$ cat src/hdl/dfs_pkg.sv
// ----------------------------------------------------------------------------
// dfs_pkg
// Shared types and constants for the FR-FCFS DRAM scheduler core.
// ----------------------------------------------------------------------------
package dfs_pkg;

    localparam int ADDR_W  = 32;
    localparam int ROW_W   = 16;
    localparam int CYC_W   = 10;
    localparam int HOLD_W  = 4;
    localparam int KIND_W  = 2;
    localparam int BANKID_W = 3;
    localparam int CFG_IDX_W = 3;

    localparam logic [KIND_W-1:0] KIND_ENQ     = 2'd0;
    localparam logic [KIND_W-1:0] KIND_DONE    = 2'd1;
    localparam logic [KIND_W-1:0] KIND_SUMMARY = 2'd2;

    localparam logic OP_ENQ  = 1'b0;
    localparam logic OP_TICK = 1'b1;

    localparam logic [CFG_IDX_W-1:0] CFG_CLOSED_CYC   = 3'd0;
    localparam logic [CFG_IDX_W-1:0] CFG_HIT_CYC      = 3'd1;
    localparam logic [CFG_IDX_W-1:0] CFG_MISS_CYC     = 3'd2;
    localparam logic [CFG_IDX_W-1:0] CFG_CLOSED_DELAY = 3'd3;
    localparam logic [CFG_IDX_W-1:0] CFG_HIT_DELAY    = 3'd4;
    localparam logic [CFG_IDX_W-1:0] CFG_MISS_DELAY   = 3'd5;
    localparam logic [CFG_IDX_W-1:0] CFG_CMD_HOLD     = 3'd6;

    localparam logic [CYC_W-1:0]  RST_CLOSED_CYC   = 10'd249;
    localparam logic [CYC_W-1:0]  RST_HIT_CYC      = 10'd149;
    localparam logic [CYC_W-1:0]  RST_MISS_CYC     = 10'd349;
    localparam logic [CYC_W-1:0]  RST_CLOSED_DELAY = 10'd200;
    localparam logic [CYC_W-1:0]  RST_HIT_DELAY    = 10'd100;
    localparam logic [CYC_W-1:0]  RST_MISS_DELAY   = 10'd300;
    localparam logic [HOLD_W-1:0] RST_CMD_HOLD     = 4'd4;

    typedef enum logic [1:0] {
        RS_CLOSED = 2'd0,
        RS_HIT    = 2'd1,
        RS_MISS   = 2'd2
    } row_state_t;

    typedef enum logic [2:0] {
        ST_IDLE,
        ST_BANK,
        ST_DEC,
        ST_SCAN,
        ST_ISSUE
    } ctrl_state_t;

    typedef struct packed {
        logic enq;        // accept an enqueue and load its answer
        logic idx_clr;    // restart the shared index counter
        logic bank_sel;   // bank port addressed by the index counter
        logic bank_step;  // examine one bank, free it if its count is zero
        logic dec;        // count down bank and bus timers
        logic scan_step;  // examine one queue entry
        logic pick_sel;   // queue port addressed by the chosen entry
        logic issue;      // issue the chosen request and load the summary
    } dfs_cmd_t;

    typedef struct packed {
        logic bank_done;  // examined bank completes on this tick
        logic bank_last;  // examined bank is the highest one
        logic scan_last;  // examined entry is the last queue slot
    } dfs_status_t;

endpackage

$ cat src/hdl/dfs_datapath.sv
// ----------------------------------------------------------------------------
// dfs_datapath
// Request queue, bank state, bus timers, configuration registers and the
// output register of the scheduler.
// ----------------------------------------------------------------------------
module dfs_datapath
    import dfs_pkg::*;
#(
    parameter int QUEUE_DEPTH = 16,
    parameter int BANK_COUNT  = 8
)
(
    input  logic                 clk,
    input  logic                 rst_n,
    input  dfs_cmd_t             cmd,
    output dfs_status_t          status,
    input  logic [ADDR_W-1:0]    addr,
    input  logic                 stage,
    input  logic                 cfg_valid,
    input  logic [CFG_IDX_W-1:0] cfg_index,
    input  logic [CYC_W-1:0]     cfg_data,
    output logic [KIND_W-1:0]    kind,
    output logic                 refused,
    output logic [BANKID_W-1:0]  bank_id,
    output logic [ROW_W-1:0]     row_id,
    output logic [CYC_W-1:0]     mem_stall,
    output logic [CYC_W-1:0]     fetch_stall,
    output logic                 issued,
    output logic                 last
);

    localparam int QW    = (QUEUE_DEPTH > 1) ? $clog2(QUEUE_DEPTH) : 1;
    localparam int CW    = $clog2(QUEUE_DEPTH + 1);
    localparam int BW    = (BANK_COUNT > 1) ? $clog2(BANK_COUNT) : 1;
    localparam int MAXN  = (QUEUE_DEPTH > BANK_COUNT) ? QUEUE_DEPTH : BANK_COUNT;
    localparam int IW    = $clog2(MAXN);
    localparam logic [4:0]    BC5       = 5'(BANK_COUNT);
    localparam logic [CW-1:0] Q_FULL    = CW'(QUEUE_DEPTH);
    localparam logic [IW-1:0] BANK_LAST = IW'(BANK_COUNT - 1);
    localparam logic [IW-1:0] Q_LAST    = IW'(QUEUE_DEPTH - 1);

    // Configuration.
    logic [CYC_W-1:0]  cycles_reg [3];
    logic [CYC_W-1:0]  delay_reg  [3];
    logic [HOLD_W-1:0] hold_reg;

    // Queue storage; entries at and above the fill count are don't-care.
    logic [BW-1:0]    q_bank_reg  [QUEUE_DEPTH];
    logic [ROW_W-1:0] q_row_reg   [QUEUE_DEPTH];
    logic             q_stage_reg [QUEUE_DEPTH];
    logic [CW-1:0]    count_reg;

    // Bank state: an active bank holds a busy count, an idle one does not.
    logic             busy_act_reg [BANK_COUNT];
    logic [CYC_W-1:0] busy_cnt_reg [BANK_COUNT];
    logic             open_reg     [BANK_COUNT];
    logic [ROW_W-1:0] open_row_reg [BANK_COUNT];

    logic [HOLD_W-1:0] cmd_timer_reg;
    logic [CYC_W-1:0]  data_timer_reg;
    logic [IW-1:0]     idx_reg;

    // Scan results.
    logic             any_reg;
    logic             first_found_reg, hit_found_reg;
    logic [QW-1:0]    first_idx_reg, hit_idx_reg;
    row_state_t       first_st_reg;

    // Output register payload.
    logic [KIND_W-1:0]   kind_reg;
    logic                refused_reg;
    logic [BANKID_W-1:0] bank_id_reg;
    logic [ROW_W-1:0]    row_id_reg;
    logic [CYC_W-1:0]    mem_stall_reg, fetch_stall_reg;
    logic                issued_reg, last_reg;

    logic [4:0]       enq_bank5;
    logic [BW-1:0]    enq_bank;
    logic [QW-1:0]    q_addr;
    logic [BW-1:0]    rd_bank;
    logic [BW-1:0]    e_bank;
    logic [ROW_W-1:0] e_row;
    logic             e_stage;
    row_state_t       e_st;
    logic             e_can;
    logic             e_valid;
    logic             pick_found;
    row_state_t       pick_st;
    logic [CYC_W-1:0] pick_cyc;

    // Bank bits wrap modulo the bank count; at most four subtractions on 3 bits.
    always_comb
    begin
        enq_bank5 = {2'b00, addr[7:5]};
        for (int k = 0; k < 4; k++)
        begin
            if (enq_bank5 >= BC5)
            begin
                enq_bank5 = enq_bank5 - BC5;
            end
        end
        enq_bank = enq_bank5[BW-1:0];
    end

    assign pick_found = hit_found_reg || first_found_reg;
    assign pick_st    = hit_found_reg ? RS_HIT : first_st_reg;
    assign q_addr     = cmd.pick_sel ? (hit_found_reg ? hit_idx_reg : first_idx_reg)
                                     : idx_reg[QW-1:0];
    assign e_bank     = q_bank_reg[q_addr];
    assign e_row      = q_row_reg[q_addr];
    assign e_stage    = q_stage_reg[q_addr];
    assign rd_bank    = cmd.bank_sel ? idx_reg[BW-1:0] : e_bank;
    assign e_valid    = CW'(idx_reg) < count_reg;
    assign pick_cyc   = cycles_reg[pick_st];

    always_comb
    begin
        if (!open_reg[rd_bank])
        begin
            e_st = RS_CLOSED;
        end
        else if (open_row_reg[rd_bank] == e_row)
        begin
            e_st = RS_HIT;
        end
        else
        begin
            e_st = RS_MISS;
        end
        e_can = !busy_act_reg[rd_bank] && (cmd_timer_reg == '0)
                && (delay_reg[e_st] > data_timer_reg);
    end

    assign status.bank_done = busy_act_reg[rd_bank] && (busy_cnt_reg[rd_bank] == '0);
    assign status.bank_last = idx_reg == BANK_LAST;
    assign status.scan_last = idx_reg == Q_LAST;

    always_ff @(posedge clk or negedge rst_n)
    begin
        if (!rst_n)
        begin
            cycles_reg[0] <= RST_CLOSED_CYC;
            cycles_reg[1] <= RST_HIT_CYC;
            cycles_reg[2] <= RST_MISS_CYC;
            delay_reg[0]  <= RST_CLOSED_DELAY;
            delay_reg[1]  <= RST_HIT_DELAY;
            delay_reg[2]  <= RST_MISS_DELAY;
            hold_reg      <= RST_CMD_HOLD;
        end
        else if (cfg_valid)
        begin
            case (cfg_index)
                CFG_CLOSED_CYC:   cycles_reg[0] <= cfg_data;
                CFG_HIT_CYC:      cycles_reg[1] <= cfg_data;
                CFG_MISS_CYC:     cycles_reg[2] <= cfg_data;
                CFG_CLOSED_DELAY: delay_reg[0]  <= cfg_data;
                CFG_HIT_DELAY:    delay_reg[1]  <= cfg_data;
                CFG_MISS_DELAY:   delay_reg[2]  <= cfg_data;
                CFG_CMD_HOLD:     hold_reg      <= cfg_data[HOLD_W-1:0];
                default:          ;
            endcase
        end
    end

    // Control state: fill count, timers, bank activity, index and scan flags.
    always_ff @(posedge clk or negedge rst_n)
    begin
        if (!rst_n)
        begin
            count_reg       <= '0;
            cmd_timer_reg   <= '0;
            data_timer_reg  <= '0;
            idx_reg         <= '0;
            any_reg         <= 1'b0;
            first_found_reg <= 1'b0;
            hit_found_reg   <= 1'b0;
            for (int b = 0; b < BANK_COUNT; b++)
            begin
                busy_act_reg[b] <= 1'b0;
                open_reg[b]     <= 1'b0;
            end
        end
        else
        begin
            if (cmd.idx_clr)
            begin
                idx_reg <= '0;
            end
            else if (cmd.bank_step || cmd.scan_step)
            begin
                idx_reg <= idx_reg + 1'b1;
            end

            if (cmd.enq && count_reg != Q_FULL)
            begin
                count_reg <= count_reg + 1'b1;
            end

            if (cmd.bank_step && status.bank_done)
            begin
                busy_act_reg[rd_bank] <= 1'b0;
            end

            if (cmd.dec)
            begin
                if (cmd_timer_reg != '0)
                begin
                    cmd_timer_reg <= cmd_timer_reg - 1'b1;
                end
                if (data_timer_reg != '0)
                begin
                    data_timer_reg <= data_timer_reg - 1'b1;
                end
                any_reg         <= 1'b0;
                first_found_reg <= 1'b0;
                hit_found_reg   <= 1'b0;
            end

            if (cmd.scan_step && e_valid)
            begin
                any_reg <= 1'b1;
                if (e_can && !first_found_reg)
                begin
                    first_found_reg <= 1'b1;
                end
                if (e_can && e_st == RS_HIT && !hit_found_reg)
                begin
                    hit_found_reg <= 1'b1;
                end
            end

            if (cmd.issue && pick_found)
            begin
                data_timer_reg  <= delay_reg[pick_st];
                cmd_timer_reg   <= hold_reg;
                busy_act_reg[e_bank] <= 1'b1;
                open_reg[e_bank]     <= 1'b1;
                count_reg       <= count_reg - 1'b1;
            end
        end
    end

    // Payload storage: queue entries, bank counts and rows, scan positions.
    always_ff @(posedge clk)
    begin
        if (cmd.enq && count_reg != Q_FULL)
        begin
            q_bank_reg[count_reg[QW-1:0]]  <= enq_bank;
            q_row_reg[count_reg[QW-1:0]]   <= addr[31:16];
            q_stage_reg[count_reg[QW-1:0]] <= stage;
        end

        if (cmd.dec)
        begin
            for (int b = 0; b < BANK_COUNT; b++)
            begin
                if (busy_act_reg[b] && busy_cnt_reg[b] != '0)
                begin
                    busy_cnt_reg[b] <= busy_cnt_reg[b] - 1'b1;
                end
            end
        end

        if (cmd.scan_step && e_valid && e_can)
        begin
            if (!first_found_reg)
            begin
                first_idx_reg <= idx_reg[QW-1:0];
                first_st_reg  <= e_st;
            end
            if (e_st == RS_HIT && !hit_found_reg)
            begin
                hit_idx_reg <= idx_reg[QW-1:0];
            end
        end

        if (cmd.issue && pick_found)
        begin
            busy_cnt_reg[e_bank] <= pick_cyc;
            open_row_reg[e_bank] <= e_row;
            // Close the gap left by the issued entry; later entries keep their order.
            for (int i = 0; i < QUEUE_DEPTH - 1; i++)
            begin
                if (QW'(i) >= q_addr)
                begin
                    q_bank_reg[i]  <= q_bank_reg[i+1];
                    q_row_reg[i]   <= q_row_reg[i+1];
                    q_stage_reg[i] <= q_stage_reg[i+1];
                end
            end
        end
    end

    // Output register.
    always_ff @(posedge clk)
    begin
        if (cmd.enq)
        begin
            kind_reg        <= KIND_ENQ;
            refused_reg     <= count_reg == Q_FULL;
            bank_id_reg     <= BANKID_W'(enq_bank5);
            row_id_reg      <= addr[31:16];
            mem_stall_reg   <= '0;
            fetch_stall_reg <= '0;
            issued_reg      <= 1'b0;
            last_reg        <= 1'b1;
        end
        else if (cmd.bank_step && status.bank_done)
        begin
            kind_reg        <= KIND_DONE;
            refused_reg     <= 1'b0;
            bank_id_reg     <= BANKID_W'(rd_bank);
            row_id_reg      <= open_row_reg[rd_bank];
            mem_stall_reg   <= '0;
            fetch_stall_reg <= '0;
            issued_reg      <= 1'b0;
            last_reg        <= 1'b0;
        end
        else if (cmd.issue)
        begin
            kind_reg    <= KIND_SUMMARY;
            refused_reg <= 1'b0;
            last_reg    <= 1'b1;
            issued_reg  <= pick_found;
            if (pick_found)
            begin
                bank_id_reg     <= BANKID_W'(e_bank);
                row_id_reg      <= e_row;
                mem_stall_reg   <= e_stage ? pick_cyc : '0;
                fetch_stall_reg <= e_stage ? '0 : pick_cyc;
            end
            else
            begin
                bank_id_reg     <= '0;
                row_id_reg      <= '0;
                mem_stall_reg   <= CYC_W'(any_reg);
                fetch_stall_reg <= CYC_W'(any_reg);
            end
        end
    end

    assign kind        = kind_reg;
    assign refused     = refused_reg;
    assign bank_id     = bank_id_reg;
    assign row_id      = row_id_reg;
    assign mem_stall   = mem_stall_reg;
    assign fetch_stall = fetch_stall_reg;
    assign issued      = issued_reg;
    assign last        = last_reg;

endmodule

$ cat config.mk
export PLATFORM = sky130hd
export DESIGN_NAME = dfs_datapath
export DESIGN_NICKNAME = d
export VERILOG_FILES = /design/src/hdl/dfs_pkg.sv /design/src/hdl/dfs_datapath.sv
export SDC_FILE = /design/constraint.sdc
export NUM_CORES = 1
export LEC_CHECK = 0
export ABC_AREA = 1
export BUFFER_PORTS_ARGS = -buffer_cell sky130_fd_sc_hd__buf_4
export CAP_MARGIN = 10
export CORE_AREA = 2 2 213 267
export DETAILED_ROUTE_END_ITERATION = 12
export DIE_AREA = 0 0 215 269
export PLACE_DENSITY = 0.84
export SETUP_SLACK_MARGIN = 0.1
export SLEW_MARGIN = 10
export SYNTH_ARGS = -nofsm -noshare
export SYNTH_HDL_FRONTEND = slang
export SYNTH_SLANG_ARGS = --single-unit
$ cat constraint.sdc
create_clock -name clk -period 5.65 [get_ports clk]
set_clock_uncertainty 0.1 [all_clocks]
set_input_delay 1.13 -clock clk [delete_from_list [all_inputs] [get_ports clk]]
set_output_delay 1.13 -clock clk [all_outputs]
set_load 0.05 [all_outputs]
After elaboration in Yosys (flattened, before gate mapping)
Memory sizes are Yosys's and may differ from the RTL's. Index checks and enable logic that the tools add are counted.

Equality and inequality tests: 12. Muxes and demuxes: 137. Magnitude comparators: 23. Reduce and logical (&&, ||, !) cells: 60. Add/sub/neg operators: 13. Bitwise logic cells: 9.

Operators with widths (count): 10-bit 2-to-1 mux (13); 1-bit 2-to-1 mux (94); 10-bit nonzero test (9); 10-bit by 1-bit subtractor with 10-bit output, second input constant (9); 16-bit 2-to-1 mux (4); 10-bit binary-select mux with 2-bit select (3); 4-bit >= comparator, first input constant (7); 4-bit 2-to-1 mux (7); 1-bit logical AND (22); 2-bit AND reduction (11); 16-bit equality test (1); 3-bit by 4-bit >= comparator with 1-bit output, first input constant (4); 8-bit 2-to-1 mux (2); 8-bit OR (2); 3-bit 2-to-1 mux (5); 2-bit nonzero test (7); 10-bit > comparator (1); 10-bit logical NOT (1); 5-bit 2-to-1 mux (2); 3-bit equality test, second input constant (3); 8-bit AND (1); 1-bit by 4-bit >= comparator with 1-bit output, first input constant (2); 2-bit by 4-bit >= comparator with 1-bit output, first input constant (2); 4-bit >= comparator, second input constant (2); 28 further kinds (40).

Bits in registers: 160. Bits in writable memories: 528. Memories: 5. Output and inout bits: 47.

Memory list: q_row_reg (depth 16, bits a word 16, rd ports 16, clocked after Yosys merged registers in 0, wr ports 16, line dfs_datapath.sv:49) `logic [ROW_W-1:0] q_row_reg [QUEUE_DEPTH];`; open_row_reg (depth 8, bits a word 16, rd ports 1, clocked after Yosys merged registers in 0, wr ports 1, line dfs_datapath.sv:57) `logic [ROW_W-1:0] open_row_reg [BANK_COUNT];`; busy_cnt_reg (depth 8, bits a word 10, rd ports 9, clocked after Yosys merged registers in 0, wr ports 9, line dfs_datapath.sv:55) `logic [CYC_W-1:0] busy_cnt_reg [BANK_COUNT];`; q_bank_reg (depth 16, bits a word 3, rd ports 16, clocked after Yosys merged registers in 0, wr ports 16, line dfs_datapath.sv:48) `logic [BW-1:0] q_bank_reg [QUEUE_DEPTH];`; q_stage_reg (depth 16, bits a word 1, rd ports 16, clocked after Yosys merged registers in 0, wr ports 16, line dfs_datapath.sv:50) `logic q_stage_reg [QUEUE_DEPTH];`.

Longest topological paths before layout
An unclocked memory read counts as a cell.

Depth in word-level cells: 19. Depth in mapped cells: 42. Gate-level depth less buffers: 38.

Worst setup path before layout
No wires, ideal clock.

Path kind: input-to-reg. Start: in cmd[1] (netlist bit). End: reg first_idx_reg[0], enable pin. Buffers on the path: 6. Data arrival time: 4666 ps. Setup time: 350 ps. Stages on the path: 30. Setup slack: 534 ps. Path through: buf_4 > inv_2 > nand2_4 > buf_2 > nand3_1 > nand3_1 > nand2_1 > nand2_1 > nand2_2 > nor2_4 > nand2_2 > nand2_2 > buf_6 > buf_6 > buf_4 > o21ai_0 > nand2_1 > nand4_2 > inv_2 > buf_2 > nand3_1 > nand2_1 > nor2_1 > ha_1 > nand2_1 > nor2_1 > nand4_1 > o211ai_1 > nand4_1 > nor2_1.

Word-level cells in the longest chain between the ends: 16. Elaborated cells between the ends (all ways): 25.

RTL lines: start, declared (line dfs_datapath.sv:15) `input dfs_cmd_t cmd,`; 4-bit 2-to-1 mux * (line dfs_datapath.sv:107) `assign q_addr = cmd.pick_sel ? (hit_found_reg ? hit_idx_reg : first_idx_reg)`; parallel branches: the longest is 12 deep, another holds memory 8 x 16 bit; 1-bit logical AND * (line dfs_datapath.sv:131) `&& (delay_reg[e_st] > data_timer_reg);`; 1-bit logical AND * (line dfs_datapath.sv:264) `if (cmd.scan_step && e_valid && e_can)`; 2-bit AND reduction (no source line) *; end signal, assigned (line dfs_datapath.sv:268) `first_idx_reg <= idx_reg[QW-1:0];`; end, declared (line dfs_datapath.sv:66) `logic [QW-1:0] first_idx_reg, hit_idx_reg;`.

Mark *: on every way between the ends. The select of a mux whose other input is x is not followed. A chain may end at the register's enable or synchronous reset.

==> reports/metrics.yaml <==
finalPower_mw: 14.8
grt_pass1_wl_mm: 145
hold_violations: 0
route.detailed.drc: 0
port_buffers: 90
final-setup-viol-count: 0
largest_reg_flops: 256
synthAdderAreaFrac_pct: 1.08
clkPwrFrac_pct: 31.8
dpl.hpwl_mm: 63.2
synth_simple_gate_area_share_pct: 19.6
cp_max_fo: 24
fin_crit_sh_pct: 93.3
multi_input_area_mm2: 0.0124
drv_cap: 0
synth_seq_cells: 688
hold_buffers: 0
synthMuxAreaShare_pct: 0
start_util_pct: 61.9
max-vdd-ir-drop_mv: 0.310
first_global_vias: 27328
syn_to_final_growth_pct: 13.9
p_leak_nw: 15.8
yosysSeqAreaShare_pct: 57.9
combPwrFrac_pct: 23.0
min_period_ns: 5.27
layout_common_cells: "nand2_1, edfxtp_1, o21ai_0"
clock.fmax_ghz: 0.190
synth.cell_area_mm2: 0.0344
die-height_um: 269
synth_compound_area_share_pct: 13.2
grt_start_max_net_pins: 58
syn-num-nets: 3885
report.final.slew_viol_count: 0
ys_warn_count: 0
die-area_mm2: 0.0578
p_sw_share_pct: 31.2
criticalPathCategory: "in2out"
worst_pin_slew_ns: 1.24
cts_tree: "done"
synth_cells: 3799
rows: 97
grt_overflow: 0
outcome: "completed"
min_path_type: "reg2reg"
final_util_pct: 70.5
antenna_found_initial: 1
nFillCells: 3995
critPathCaptureType: "primary output"
drive_gt1_share_pct: 13.0
power.switching_mw: 4.60
drt_iter0_markers: 3249
htreeDepth: 3
cts_root_buf: "clkbuf_16"
cts_made_buffers: 67
core_mm2: 0.0556
nets: 4028
regArea_mm2: 0.0199
wire_per_inst_um: 19.6
seqPwrFrac_pct: 45.2
synthXorXnorAreaFrac_pct: 1.53
ant_nets: 0
pwr_density_cell_mw_per_mm2: 377
clock-sinks: 688
relSlewSlack_pct: 17.4
dr.pass1.iters: 6
crit_required_ns: 4.42
io_pins: 104
vias_per_cell: 6.03
clk_latency_ns: 0.62
cp.arrival_ns: 4.04
ys_types: 53
cts.reportedPaths.clkPinSlew_ns: 0.06
grt.total_usage_pct: 32.0
rsz0062_at_grt: "no"
die_w_um: 215
clockBufferDepth: 3
hold_ws_ns: 0.361
routed_wl_mm: 93.0
layout_commonest_cell: "nand2_1"
intPower_mw: 10.2
synth_top_family_by_area: "simple AND/OR/NAND/NOR gates"
num_vias: 28580
startpoint_type: "primary input"
synth_area_per_cell_um2: 9.06
gp_routability_congestion: 0.934
## worst paths after layout
check                      slack [ns]  cells past startpoint                     from                         end
max reg2reg                      0.53                     38   idx_reg[0]$_DFFE_PN0P_    hit_idx_reg[3]$_DFFE_PP_
max                              0.38                     22                   cmd[1]                   status[2]
min in group asynchronous        0.45                      1                    rst_n  cycles_reg[16]$_DFFE_PN0P_
min                              0.36                      2  open_reg[4]$_DFFE_PN0P_     open_reg[4]$_DFFE_PN0P_
min reg2reg                      0.36                      2  open_reg[4]$_DFFE_PN0P_     open_reg[4]$_DFFE_PN0P_
max in group asynchronous        3.83                      2                    rst_n     open_reg[7]$_DFFE_PN0P_
## metal layers
metal	share of wire [%]	up-vias	routed length (um)	global-route usage (%)
met1	36	13393	33900	40.3
met5	0	-	0	0
met2	49	1726	45800	54.5
met4	4.9	0	4540	16.9
met3	9.5	322	8820	4.34
li1	-	13139	-	-
## power by group through the flow
stage	clock network (mW)	logic [mW]	registers (mW)
2_1_floorplan	0	2.03	6.77
5_1_grt	4.87	3.73	6.74
3_5_place_dp	0	3.27	6.76
6_report	4.69	3.40	6.68
3_3_place_gp	0	3.17	6.74
4_1_cts	4.70	3.31	6.66
## cell type report
cell class / count / share of cell area, %
Clock inverter: 39 / 1.15
Sequential cell: 688 / 50.8
Clock buffer: 84 / 4.68
Multi-Input combinational cell: 2553 / 31.7
Tap cell: 742 / 2.37
Inverter: 353 / 3.39
Timing Repair Buffer: 279 / 5.86
Antenna cell: 1 / 0.00638
## synth_stat cells (all sizes together)
master	n	area [um2]
o21ai	571	2870
a31oi	14	87.6
ha	28	350
nand2	1138	4330
nor3	36	185
o2111ai	1	8.76
o21a	1	7.51
a21oi	131	656
clkbuf	139	522
dfrtp	79	1980
a21boi	2	15.0
fa	1	20.0
o31ai	12	90.1
inv	345	1300
a211oi	3	22.5
xnor2	31	272
o221ai	65	569
xor2	29	254
buf	66	432
or3	5	31.3
a221oi	1	8.76
nor4	2	12.5
o21bai	1	7.51
or2	19	119
o32ai	1	8.76
nor2	226	913
o22ai	11	68.8
o211ai	15	113
nor3b	4	30.0
dfstp	27	709
a32oi	1	8.76
nand3	153	783
clkinv	8	30.0
edfxtp	558	16800
dfxtp	24	480
nand4	23	156
nand3b	26	195
a22oi	2	15.0
## worst max-delay path: stages
cell     delay [ns]
buf_4          0.16
inv_2          0.09
nand2_4        0.07
nand2_4        0.11
buf_12         0.17
nand2_1        0.07
nand3_1        0.07
nand2_1        0.05
nand2_1        0.12
nand2_4        0.10
nor2_4         0.11
nand2_2        0.10
nand2_4        0.12
buf_6          0.19
buf_6          0.22
nor2_1         0.06
o21ai_1        0.14
nand2_1        0.08
nor2_1         0.19
inv_1          0.15
nor3_2         0.24
buf_4          0.26
## cells by family after synthesis
logic type      after synthesis
simple gates               1632
compound gates              832
flops                       688
buf+inv                     558
xor+xnor                     60
fa+ha+maj                    29
## stage by stage
stage	cells	TNS, ns	cell area [um2]	worst slack [ns]
5_1_grt	4739	0	39200	0.0960
4_1_cts	4734	0	39100	0.211
2_1_floorplan	3799	0	34400	0.534
3_5_place_dp	4611	-2.48	36800	-0.303
6_report	4739	0	39200	0.381
3_3_place_gp	4611	-2.22	36800	-0.272
## repair_timing
action                     CTS  global route
buffers inserted             0             4
gates resized for setup      0            26
setup endpoints to repair    0            12
Power figures use the tool's default switching activity.
