--- config.mk ---
export PLATFORM = sky130hd
export DESIGN_NAME = dfs_ctrl
export DESIGN_NICKNAME = d
export VERILOG_FILES = /design/src/hdl/dfs_pkg.sv /design/src/hdl/dfs_ctrl.sv
export SDC_FILE = /design/constraint.sdc
export NUM_CORES = 1
export LEC_CHECK = 0
export ABC_AREA = 1
export BUFFER_PORTS_ARGS = -buffer_cell sky130_fd_sc_hd__buf_2
export CORE_AREA = 2 2 39 41
export CTS_CLUSTER_SIZE = 16
export DETAILED_ROUTE_END_ITERATION = 10
export DIE_AREA = 0 0 41 43
export PLACE_DENSITY = 0.51
export SETUP_SLACK_MARGIN = 0.4
export SYNTH_ARGS = -nofsm -noshare
export SYNTH_HDL_FRONTEND = slang
export SYNTH_SLANG_ARGS = --single-unit
--- constraint.sdc ---
create_clock -name clk -period 1.2 [get_ports clk]
set_clock_uncertainty 0.15 [all_clocks]
set_input_delay 0.12 -clock clk [delete_from_list [all_inputs] [get_ports clk]]
set_output_delay 0.12 -clock clk [all_outputs]
set_load 0.005 [all_outputs]
--- src/hdl/dfs_pkg.sv ---
// ----------------------------------------------------------------------------
// dfs_pkg
// Shared types and constants for the FR-FCFS DRAM scheduler core.
// ----------------------------------------------------------------------------
package dfs_pkg;

    localparam int ADDR_W  = 32;
    localparam int ROW_W   = 16;
    localparam int CYC_W   = 10;
    localparam int HOLD_W  = 4;
    localparam int KIND_W  = 2;
    localparam int BANKID_W = 3;
    localparam int CFG_IDX_W = 3;

    localparam logic [KIND_W-1:0] KIND_ENQ     = 2'd0;
    localparam logic [KIND_W-1:0] KIND_DONE    = 2'd1;
    localparam logic [KIND_W-1:0] KIND_SUMMARY = 2'd2;

    localparam logic OP_ENQ  = 1'b0;
    localparam logic OP_TICK = 1'b1;

    localparam logic [CFG_IDX_W-1:0] CFG_CLOSED_CYC   = 3'd0;
    localparam logic [CFG_IDX_W-1:0] CFG_HIT_CYC      = 3'd1;
    localparam logic [CFG_IDX_W-1:0] CFG_MISS_CYC     = 3'd2;
    localparam logic [CFG_IDX_W-1:0] CFG_CLOSED_DELAY = 3'd3;
    localparam logic [CFG_IDX_W-1:0] CFG_HIT_DELAY    = 3'd4;
    localparam logic [CFG_IDX_W-1:0] CFG_MISS_DELAY   = 3'd5;
    localparam logic [CFG_IDX_W-1:0] CFG_CMD_HOLD     = 3'd6;

    localparam logic [CYC_W-1:0]  RST_CLOSED_CYC   = 10'd249;
    localparam logic [CYC_W-1:0]  RST_HIT_CYC      = 10'd149;
    localparam logic [CYC_W-1:0]  RST_MISS_CYC     = 10'd349;
    localparam logic [CYC_W-1:0]  RST_CLOSED_DELAY = 10'd200;
    localparam logic [CYC_W-1:0]  RST_HIT_DELAY    = 10'd100;
    localparam logic [CYC_W-1:0]  RST_MISS_DELAY   = 10'd300;
    localparam logic [HOLD_W-1:0] RST_CMD_HOLD     = 4'd4;

    typedef enum logic [1:0] {
        RS_CLOSED = 2'd0,
        RS_HIT    = 2'd1,
        RS_MISS   = 2'd2
    } row_state_t;

    typedef enum logic [2:0] {
        ST_IDLE,
        ST_BANK,
        ST_DEC,
        ST_SCAN,
        ST_ISSUE
    } ctrl_state_t;

    typedef struct packed {
        logic enq;        // accept an enqueue and load its answer
        logic idx_clr;    // restart the shared index counter
        logic bank_sel;   // bank port addressed by the index counter
        logic bank_step;  // examine one bank, free it if its count is zero
        logic dec;        // count down bank and bus timers
        logic scan_step;  // examine one queue entry
        logic pick_sel;   // queue port addressed by the chosen entry
        logic issue;      // issue the chosen request and load the summary
    } dfs_cmd_t;

    typedef struct packed {
        logic bank_done;  // examined bank completes on this tick
        logic bank_last;  // examined bank is the highest one
        logic scan_last;  // examined entry is the last queue slot
    } dfs_status_t;

endpackage

--- src/hdl/dfs_ctrl.sv ---
// ----------------------------------------------------------------------------
// dfs_ctrl
// Sequencer: accepts items, walks banks and queue entries for a tick and
// owns the valid flag of the output register.
// ----------------------------------------------------------------------------
module dfs_ctrl
    import dfs_pkg::*;
(
    input  logic        clk,
    input  logic        rst_n,
    input  logic        in_valid,
    output logic        in_ready,
    input  logic        op,
    output logic        out_valid,
    input  logic        out_ready,
    input  dfs_status_t status,
    output dfs_cmd_t    cmd
);

    ctrl_state_t state_reg, state_next;
    logic        out_valid_reg, out_valid_next;
    logic        slot_free;
    logic        load;

    assign slot_free = !out_valid_reg || out_ready;
    assign out_valid = out_valid_reg;

    always_ff @(posedge clk or negedge rst_n)
    begin
        if (!rst_n)
        begin
            state_reg     <= ST_IDLE;
            out_valid_reg <= 1'b0;
        end
        else
        begin
            state_reg     <= state_next;
            out_valid_reg <= out_valid_next;
        end
    end

    always_comb
    begin
        state_next = state_reg;
        cmd        = '0;
        in_ready   = 1'b0;
        case (state_reg)
            ST_IDLE:
            begin
                in_ready = slot_free;
                if (in_valid && slot_free)
                begin
                    if (op == OP_ENQ)
                    begin
                        cmd.enq = 1'b1;
                    end
                    else
                    begin
                        cmd.idx_clr = 1'b1;
                        state_next  = ST_BANK;
                    end
                end
            end
            ST_BANK:
            begin
                cmd.bank_sel = 1'b1;
                // A completing bank needs the output register; others pass freely.
                if (!status.bank_done || slot_free)
                begin
                    cmd.bank_step = 1'b1;
                    if (status.bank_last)
                    begin
                        state_next = ST_DEC;
                    end
                end
            end
            ST_DEC:
            begin
                cmd.dec     = 1'b1;
                cmd.idx_clr = 1'b1;
                state_next  = ST_SCAN;
            end
            ST_SCAN:
            begin
                cmd.scan_step = 1'b1;
                if (status.scan_last)
                begin
                    state_next = ST_ISSUE;
                end
            end
            ST_ISSUE:
            begin
                cmd.pick_sel = 1'b1;
                if (slot_free)
                begin
                    cmd.issue  = 1'b1;
                    state_next = ST_IDLE;
                end
            end
            default:
            begin
                state_next = ST_IDLE;
            end
        endcase
    end

    assign load = cmd.enq || cmd.issue || (cmd.bank_step && status.bank_done);

    always_comb
    begin
        out_valid_next = out_valid_reg;
        if (out_valid_reg && out_ready)
        begin
            out_valid_next = 1'b0;
        end
        if (load)
        begin
            out_valid_next = 1'b1;
        end
    end

endmodule

After elaboration in Yosys (flattened, before gate mapping) --
Cells that the tools add are included.
Cells by class: eq/ne operators 10, multiplexer cells 21, reduce and logical (&&, ||, !) cells 12
Operator list (number):
- $mux W3 | 6
- $pmux W3 S5 | 1
- $ne A2 B2 Y1 const B | 6
- $mux W1 | 10
- $eq A3 B2 Y1 const B | 2
- $mux W2 | 3
- $reduce_and A6 Y1 | 1
- $logic_or A1 B1 Y1 | 4
- $eq A3 B1 Y1 const B | 1
- $eq A3 B3 Y1 const B | 1
- $logic_and A1 B1 Y1 | 3
- $logic_not A3 Y1 | 1
- $logic_not A1 Y1 | 2
- $pmux W1 S2 | 1
- $reduce_bool A2 Y1 | 1
Storage, ports and cells: bits in registers 4, input port bits 8, output and inout port bits 10, word-level logic and storage cells 45

Depth between registers and ports, before layout --
Gate-level depths: netlist of the first run.
word-level depth 8, mapped depth 7, mapped depth without buffers 7

Least setup slack after synthesis of the first run --
OpenSTA, ideal clock, no wires.
path kind register to register, from register state_reg[2], to register state_reg[2], setup time 0.118 ns, data arrival time 0.896 ns, required time 0.932 ns, setup slack 0.036 ns, stages on the path, launching flop included 5, path buffers 0, period minus slack after synthesis 1.164 ns, cells stage by stage dfrtp_1 nor3_2 nand2_2 nand4_1 nand2_1
On the way: word-level cells in the longest chain between the ends 3, elaborated cells between the ends (all ways) 13, classes of those cells eq/ne (10); mux (1); reduce/logical (2)
RTL lines:
- from (decl) | line dfs_ctrl.sv:20 | ctrl_state_t state_reg, state_next;
- from (signal assigned) | line dfs_ctrl.sv:37 | state_reg <= state_next;
- $eq A3 B1 Y1 (tied with other cells) | line dfs_ctrl.sv:47 | case (state_reg)
- $ne A2 B2 Y1 (no line)
- $reduce_and A6 Y1 (no line)
Parallel ways exist; a longest one is shown, timed or not. A chain may end at the register's enable or synchronous reset.

==> out/qor.yml, run 1 <==
status: "complete, but fails checks"
violations: "negative setup slack"
hold_path_startpoint: "status[2]"
synth_top_area_share_pct: 29.4
synth.largest_area_cell: "dfrtp_1"
cp_slowest_cell: "dfrtp_2"
cts-buffers-inserted: 3
n_antenna_cell: 0
peakVddDrop_mv: 0.862
worstSetupEndpointType: "output pin"
postSynth.asyncResetShare_pct: 100
cellPowerDensity_nw_per_um2: 2230
fin_ws_ns: -0.268
io_pins: 18
synth_edf_count: 0
io_buffers: 17
timing.rr.start: "state_reg[2]"
crit_buf_inv: 2
die_w_um: 41
crit_start: "state_reg[0]"
syn2layout_area_growth_pct: 84.2
route.met3.wl_um: 34
finalSetupTns_ns: -2.22
drc_errors: 0
drtIter0Drc: 4
drv_cap: 0
worstReg2RegEnd: "state_reg[0]"
critical_path_depth: 5
dieArea_sq_um: 1760
synth_cell_types: 14
synthTopCellsByArea: "dfrtp_1 (29%), nand2_1 (12%), inv_1 (9.9%), nand2_2 (9.2%), nor2_1 (7.7%)"
place_hpwl_um: 703
period_share_pct: 122
num_rows: 14
cp.required_ns: 0.93
rsz0062_at_grt: "yes"
final_cells: 99
syn_inst: 52
routed_wl_um: 928
htreeDepth: 1
fmaxAchievable_mhz: 681
synth_common_cells: "nand2_1 (11), inv_1 (9), nor2_1 (7), nand2_2 (5), dfrtp_1 (4)"
maxSlewViolCount: 0
ant_nets: 0
path_clk_slew_ns: 0.04
r2r_slack_ns: -0.14
synth_area_sq_um: 340
grt_antenna_before_repair: 0
first_global_vias: 385
final_util_pct: 45.3
hold_path_class: "in -> reg"
ys_warn_count: 0
clkLatencyLatePin_ns: 0.24
root_buffer: "clkbuf_4"
post_drt_wl_per_cell_um: 9.37
worstPathArrival_ns: 1.20
nets: 92
cp_top_family: "flip-flops"
hold_ws_ns: 0.00226
die_h_um: 43
dr.pass1.iters: 4
cts_tree: "yes"
clock_path_buffers: 2
start_util_pct: 24.6
worstSetupPathType: "reg -> out"
placedCellCount: 87
hold_depth: 3
vias: 410
p_leak_uw: 0.000359
crit_path_cell_trace: "nor2_4, buf_4, nand2_2, o21ai_2, buf_2"
wl_met1_um: 386
min_to: "out_valid"
placeableCoreArea_sq_um: 1380
synth.most_common_cell: "nand2_1"
largest_reg_flops: 3
cp_slowest_stage_delay_ns: 0.44
met2_length_um: 507
drive_gt1_share_pct: 71.1
grt_pass1_wl_mm: 1.52
synthesis.nets: 60
worst_pin_slew_ns: 0.200
path_max_fanout: 5
fin_crit_ns: 1.47
grt_max_degree: 6
setup_violations: 12
synth_top_flop_cell: "dfrtp_1"
place_congestion: 0.737
numClockSinks: 4
grt_usage_pct: 12.4
hold_violations: 0
highest_layer: "met3"
syn_avg_cell_area_sq_um: 6.54
worstRegToRegCells: 8
ys_ff_latch: 4
gr-total-overflow: 0
start_kind: "register"
vias_per_cell: 4.14
slew_headroom_pct: 86.6
yosysSeqAreaShare_pct: 29.4
cell families (layout without fill, tap and decap cells):
family / count (synthesis) / count (layout) / synth area share [%]
and+or+nand+nor: 34 / 34 / 53.3
DFF: 4 / 4 / 29.4
AOI/OAI and AO/OA: 2 / 2 / 4.04
buffers and inverters: 12 / 43 / 13.2
layer usage:
layer	up-vias	GRT usage, %
met2	8	18.8
li1	219	-
met5	-	0
met4	0	8.00
met3	0	0
met1	183	16.6
worst reg2reg max path, delay by kind of cell, from the launching register on:
kind / cells / cell delay [ns]
DFF: 1 / 0.43
buffers and inverters: 4 / 0.39
and+or+nand+nor: 3 / 0.19
AOI/OAI and AO/OA: 1 / 0.06
timing repair:
action	CTS	global route
pin swaps	8	4
endpoints found under the setup margin	14	14
buffers inserted	6	1
hold endpoints to repair	5	0
gates resized for setup	13	8
hold buffers	1	0
how the worst max path moves through the flow:
stage                   end
6_report             cmd[6]
5_1_grt              cmd[7]
4_1_cts              cmd[7]
3_5_place_dp         cmd[7]
3_3_place_gp   state_reg[0]
2_1_floorplan  state_reg[2]
report_power, final:
part	total, uW	leakage (uW)	internal [uW]	switching (uW)
registers	283	0.0000474	196	87.3
logic	928	0.000297	461	467
clock network	184	0.0000150	125	59.0
cell type report:
| class | count | area [sq um] |
|---|---|---|
| inverter | 12 | 45.0 |
| tap | 16 | 20.0 |
| clock buffer | 4 | 26.3 |
| fill | 143 | 757 |
| sequential | 4 | 104 |
| timing repair buffer | 27 | 170 |
| multi-input combinational | 36 | 262 |
cells in the final DEF (no fill, tap or decap):
cell type and n:
nand2_2 6, buf_2 17, inv_2 7, clkbuf_4 3, nand3_2 2, nand4_1 3, buf_4 7, nor3_4 2
nand2_1 8, clkbuf_1 1, nor2_4 5, o21ai_2 1, dfrtp_1 1, inv_1 5, nand3_1 1, a21oi_2 1
dlygate4sd3_1 1, nand2_4 2, nor2_2 1, nor2_1 4, dfrtp_2 3, buf_6 2
stage by stage:
stage          setup slack [ns]  instance area, sq um  total power, uW
3_3_place_gp            -0.0694                   477              906
3_5_place_dp            -0.0710                   477              905
2_1_floorplan            0.0494                   357              686
6_report                 -0.268                   627             1400
4_1_cts                  -0.279                   599             1320
5_1_grt                  -0.336                   627             1540
(Power assumes the default switching activity.)
==> inputs of run 2 (changes only) <==
SKIP_LAST_GASP = 1   (was unset)
==> run 2 against run 1 <==
  * The run still ends with negative setup slack left
  * Register-to-register slack worse by 0.03 ns
  * Global-route usage shrank 0.20 points
  * Flip-flop and latch count unchanged
  * First-iteration DRC count is the same
  * Non-clock buffer count did not move
==> out/qor.yml, run 2 (same netlist as run 1, synthesis figures left out) <==
status: "complete, but fails checks"
violations: "negative setup slack"
nets: 92  # unchanged
worstSetupEndpointType: "output pin"
peakVddDrop_mv: 0.881  # +2.2%
ant_nets: 0  # unchanged
crit_path_cell_trace: "nor2_4, nand2_4, nor2_1, nand2_1, inv_1, buf_2"
start_util_pct: 24.6  # unchanged
worst_pin_slew_ns: 0.201  # +0.00118 ns
cts_tree: "yes"
cp_slowest_cell: "dfrtp_2"
drc_errors: 0  # unchanged
path_max_fanout: 5  # unchanged
grt_antenna_before_repair: 0  # unchanged
dieArea_sq_um: 1760  # unchanged
finalSetupTns_ns: -2.27  # -0.0444 ns
hold_path_startpoint: "status[2]"
multi_input_area_sq_um: 262  # unchanged
slew_headroom_pct: 86.5  # about the same
routed_wl_um: 907  # -2.3%
numClockSinks: 4  # unchanged
crit_start: "state_reg[0]"
dpl_cell_area_sq_um: 477  # unchanged
num_rows: 14  # unchanged
fillers: 141  # -1.4%
hold_path_class: "in -> reg"
die_h_um: 43  # unchanged
placedCellCount: 87  # unchanged
cellPowerDensity_nw_per_um2: 2210  # -0.61%
largest_reg_flops: 3  # unchanged
worstPathArrival_ns: 1.20  # about the same
timing.rr.start: "state_reg[2]"
fmaxAchievable_mhz: 682  # about the same
placeableCoreArea_sq_um: 1380  # unchanged
grt_max_degree: 6  # unchanged
rsz0062_at_grt: "yes"
seq_area_sq_um: 104  # unchanged
io_buffers: 17  # unchanged
gr-total-overflow: 0  # unchanged
syn2layout_area_growth_pct: 83.1
maxSlewViolCount: 0  # unchanged
setup_violations: 13  # +1
hold_violations: 0  # unchanged
first_global_vias: 384  # -0.26%
n_antenna_cell: 0  # unchanged
layout_commonest_cell: "buf_2"
cp_slowest_stage_delay_ns: 0.44  # about the same
place_hpwl_um: 703  # unchanged
finish.instance_area_sq_um: 623  # -0.60%
final_cells: 99  # unchanged
cp.required_ns: 0.93  # about the same
vias_per_cell: 4.14  # unchanged
grt_usage_pct: 12.2  # -0.20 points
htreeDepth: 1  # unchanged
root_buffer: "clkbuf_4"
vias: 410  # unchanged
drtIter0Drc: 4  # unchanged
dr.pass1.iters: 4  # unchanged
place_congestion: 0.737  # unchanged
mostFrequentLayoutCells: "buf_2 (17), nand2_1 (8), buf_4 (8)"
fin_crit_ns: 1.47  # -0.000554 ns
place_ws_ns: -0.0710  # unchanged
grt_pass1_wl_mm: 1.50  # -1.4%
die_w_um: 41  # unchanged
fin_ws_ns: -0.267  # +0.000554 ns
clock_path_buffers: 2  # unchanged
drive_gt1_share_pct: 69.9  # -1.2 points
clkLatencyLatePin_ns: 0.24  # about the same
io_pins: 18  # unchanged
p_leak_uw: 0.000359  # -0.19%
period_share_pct: 122  # about the same
drv_cap: 0  # unchanged
worstSetupPathType: "reg -> out"
path_clk_slew_ns: 0.04  # about the same
post_drt_wl_per_cell_um: 9.16  # -2.3%
cts-buffers-inserted: 3  # unchanged
start_kind: "register"
-- run 2: changes by cell type in the layout (fill, tap and decap cells not counted) --
cell | previous run | this run
buf_6 | 2 | 1
inv_2 | 7 | 6
inv_1 | 5 | 6
buf_4 | 7 | 8
-- run 2: layout make-up --
class / count / share of cell area, %
clock buffer: 4 / 4.22
inverter: 12 / 7.23
multi-input combinational: 36 / 42.0
sequential: 4 / 16.7
tap: 16 / 3.21
timing repair buffer: 27 / 26.7
-- run 2: per-stage QoR --
| step | hold slack (ns) | total power [uW] | util [%] |
|---|---|---|---|
| final | 0.00229 | 1380 | 45.0 |
| after global routing | 0.0237 | 1510 | 45.0 |
| after CTS | -0.00177 | 1300 | 43.0 |
| after detailed placement | -0.219 | 905 | 34.4 |
| after global placement | -0.223 | 906 | 34.4 |
| after floorplan | -0.326 | 686 | - |
-- run 2: worst paths after layout --
| check | end | slack [ns] | cells past startpoint |
|---|---|---|---|
| min in group asynchronous | state_reg[2] | 0.07 | 2 |
| max in group asynchronous | state_reg[0] | 0.70 | 2 |
| min | out_valid | 0.002 | 3 |
| max reg2reg | state_reg[0] | -0.17 | 8 |
| max | cmd[7] | -0.27 | 6 |
| min reg2reg | state_reg[0] | 0.42 | 2 |
-- run 2: repair_timing --
item | in CTS | in global routing
pin swaps | 8 | 4
hold endpoints to repair | 5 | 0
hold buffers | 1 | 0
gates cloned | 0 | 0
buffers inserted | 6 | 1
resized for setup | 11 | 8
setup endpoints to repair | 14 | 14
-- run 2: per-layer routing --
layer  part of all wire (%)  GRT usage [%]  vias to the layer above
li1                       -              -                      219
met1                     43           16.3                      183
met2                     53           18.4                        8
met3                    3.7              0                        0
met4                      0           8.00                        0
met5                      0              0                        -
-- run 2: where the power goes --
part | leakage (uW) | switching [uW] | internal [uW]
logic | 0.000296 | 460 | 450
clock network | 0.0000150 | 59.0 | 125
registers | 0.0000474 | 87.9 | 196
-- run 2: critical path, delay by kind of cell (launching register included) --
kind | cells | cell delay [ns]
simple gates | 4 | 0.38
flops | 1 | 0.44
buf+inv | 2 | 0.15
==> inputs of run 3 (changes only) <==
ABC_AREA = 0   (was 1)
PLACE_DENSITY = 0.49   (was 0.51)
==> run 3 against run 2 <==
  * The flow finishes with violations (negative hold slack, negative setup slack)
  * Combinational power up 14%
  * Setup slack worse by 0.040 ns
  * Wire length up 6.2%
  * Die area unchanged
==> out/qor.yml, run 3 <==
status: "complete, but fails checks"
violations: "negative hold slack, negative setup slack"
nets: 79  # -14%
drv_cap: 0  # unchanged
hold_path_class: "in -> reg"
path_max_fanout: 4  # -1
start_util_pct: 22.3  # -2.3 points
ant_nets: 0  # unchanged
grt-busiest-layer: "met2"
use_met2_pct: 20.6  # +2.2 points
grt_max_degree: 8  # +2
routed_wl_um: 963  # +6.2%
syn_inst: 36  # -31%
place_hpwl_um: 627  # -11%
fmaxAchievable_mhz: 664  # -2.6%
path_clk_slew_ns: 0.05  # about the same
cellPowerDensity_nw_per_um2: 2420  # +9.5%
synth_edf_count: 0  # unchanged
cp.required_ns: 0.93  # about the same
syn_avg_cell_area_sq_um: 8.58  # +31%
htreeDepth: 1  # unchanged
clkLatencyLatePin_ns: 0.25  # about the same
synth_top_flop_cell: "dfrtp_1"
drtIter0Drc: 5  # +1
fin_ws_ns: -0.307  # -0.0397 ns
worstPathArrival_ns: 1.24  # +0.04 ns
cts_tree: "yes"
synth_area_sq_um: 309  # -9.2%
gr-total-overflow: 0  # unchanged
drc_errors: 0  # unchanged
numClockSinks: 4  # unchanged
grt_pass1_wl_mm: 1.50  # +0.47%
worst_pin_slew_ns: 0.181  # -0.0200 ns
start_kind: "register"
grt_use_met1_pct: 15.0  # -1.3 points
crit_path_cell_trace: "buf_4, buf_6, buf_4, nand2_2, nor2_2, buf_2"
cts_hold_buf: 1  # unchanged
cp_slowest_cell: "dfrtp_2"
setup_violations: 13  # unchanged
num_rows: 14  # unchanged
p_leak_uw: 0.000317  # -12%
synth_common_cells: "nand2_1 (6), dfrtp_1 (4), nor2_1 (4), nand2b_1 (3)"
die_w_um: 41  # unchanged
hold_violations: 1  # +1
postSynth.asyncResetShare_pct: 100  # unchanged
syn2layout_area_growth_pct: 106
dr.pass1.iters: 3  # -1
hold_ws_ns: -0.0189  # -0.0212 ns
cp_common_cell: "buf_4"
synth_top_area_share_pct: 32.4  # +3.0 points
dpl_cell_area_sq_um: 482  # +1.0%
root_buffer: "clkbuf_4"
vias_per_cell: 4.51  # +8.9%
cts-buffers-inserted: 3  # unchanged
post_drt_wl_per_cell_um: 11.2  # +22%
fillers: 143  # +1.4%
rsz0062_at_grt: "yes"
worstSetupPathType: "reg -> out"
die_h_um: 43  # unchanged
vias: 388  # -5.4%
largest_reg_flops: 3  # unchanged
finish.instance_area_sq_um: 636  # +2.0%
place_congestion: 0.687  # -6.8%
grt_usage_pct: 13.1  # +0.92 points
dieArea_sq_um: 1760  # unchanged
first_global_vias: 356  # -7.3%
io_buffers: 17  # unchanged
clock_path_buffers: 2  # unchanged
multi_input_area_sq_um: 253  # -3.3%
synth.largest_area_cell: "dfrtp_1"
drive_gt1_share_pct: 77.1  # +7.3 points
placeableCoreArea_sq_um: 1380  # unchanged
cp_slowest_stage_delay_ns: 0.42  # -0.02 ns
grtUsageMet3_pct: 1.57  # +1.6 points
io_pins: 18  # unchanged
slew_headroom_pct: 87.8  # +1.2 points
yosysSeqAreaShare_pct: 32.4  # +3.0 points
n_antenna_cell: 0  # unchanged
layout_commonest_cell: "buf_2"
ys_warn_count: 0  # unchanged
synth_cell_types: 21  # +7
fin_crit_ns: 1.51  # +0.0397 ns
worstSetupEndpointType: "output pin"
seq_area_sq_um: 104  # unchanged
period_share_pct: 126  # +3.3 points
synth.most_common_cell: "nand2_1"
mostFrequentLayoutCells: "buf_2 (16), buf_6 (8), buf_4 (7)"
maxSlewViolCount: 0  # unchanged
ys_ff_latch: 4  # unchanged
peakVddDrop_mv: 0.845  # -4.1%
synthesis.nets: 44  # -27%
synthTopCellsByArea: "dfrtp_1 (32%), buf_6 (7.3%), nand2_1 (7.3%), nand2b_1 (6.1%), nor2_1 (4.9%)"
grt_antenna_before_repair: 0  # unchanged
final_util_pct: 45.9  # +0.90 points
==> run 3: cell count changes after synthesis, sizes merged, moves of 2 or more <==
cell,delta
nand2,-9
nand4,-3
nand3,-2
nand2b,+3
and2,+2
buf,+2
nor2,-5
inv,-12
==> run 3: what timing repair did <==
| action | 4_1_cts | 5_1_grt |
|---|---|---|
| setup buffers | 4 | 3 |
| resized for setup | 13 | 4 |
| endpoints found under the setup margin | 14 | 14 |
| endpoints found under the hold margin | 5 | 1 |
| pin swaps | 3 | 5 |
==> run 3: worst paths after layout <==
path                              start      endpoint  slack (ns)  depth (start not counted)
min in group asynchronous         rst_n     out_valid        0.05                          2
max reg2reg                   out_valid  state_reg[0]       -0.20                          4
min reg2reg                   out_valid     out_valid        0.46                          3
min                           status[0]  state_reg[2]       -0.02                          2
max                        state_reg[0]        cmd[2]       -0.31                          6
max in group asynchronous         rst_n  state_reg[0]        0.71                          2
==> run 3: routing by layer <==
metal,vias to the layer above,wire (um)
li1,192,-
met1,182,377
met2,12,530
met3,2,32
met4,0,22
met5,-,0
==> run 3: logic make-up (layout without fill, tap and decap cells) <==
group                  Yosys count  in the layout  share of synthesized area [%]
buffers and inverters            2             36                           7.29
AOI/OAI and AO/OA                7              7                           17.0
and+or+nand+nor                 23             23                           43.3
DFF                              4              4                           32.4
==> run 3: final cells by class <==
type / count / area share, %
clock buffer: 4 / 4.13
multi-input combinational: 30 / 39.8
sequential: 4 / 16.3
tap: 16 / 3.15
timing repair buffer: 32 / 36.6
==> run 3: worst max-delay path: cells and delay by family, from the launching register on <==
kind	cells	cell delay, ns
buffers and inverters	4	0.49
flip-flops	1	0.42
AND/OR/NAND/NOR	2	0.08
==> run 3: power by group <==
| group | switching [uW] | internal (uW) | total, uW | leakage [uW] |
|---|---|---|---|---|
| Clock | 71.9 | 126 | 198 | 0.0000150 |
| Combinational | 392 | 644 | 1040 | 0.000257 |
| Sequential | 102 | 204 | 306 | 0.0000456 |
==> run 3: through the flow <==
step | worst slack [ns] | hold WS [ns] | std cells | TNS [ns] | power (uW)
finish | -0.307 | -0.0189 | 86 | -2.52 | 1540
global route | -0.362 | -0.0110 | 86 | -3.17 | 1660
CTS | -0.275 | -0.0236 | 83 | -2.34 | 1440
detailed placement | -0.0758 | -0.219 | 74 | -0.224 | 1030
global placement | -0.104 | -0.214 | 74 | -0.355 | 1040
floorplan | -0.00476 | -0.326 | 36 | -0.00476 | 759
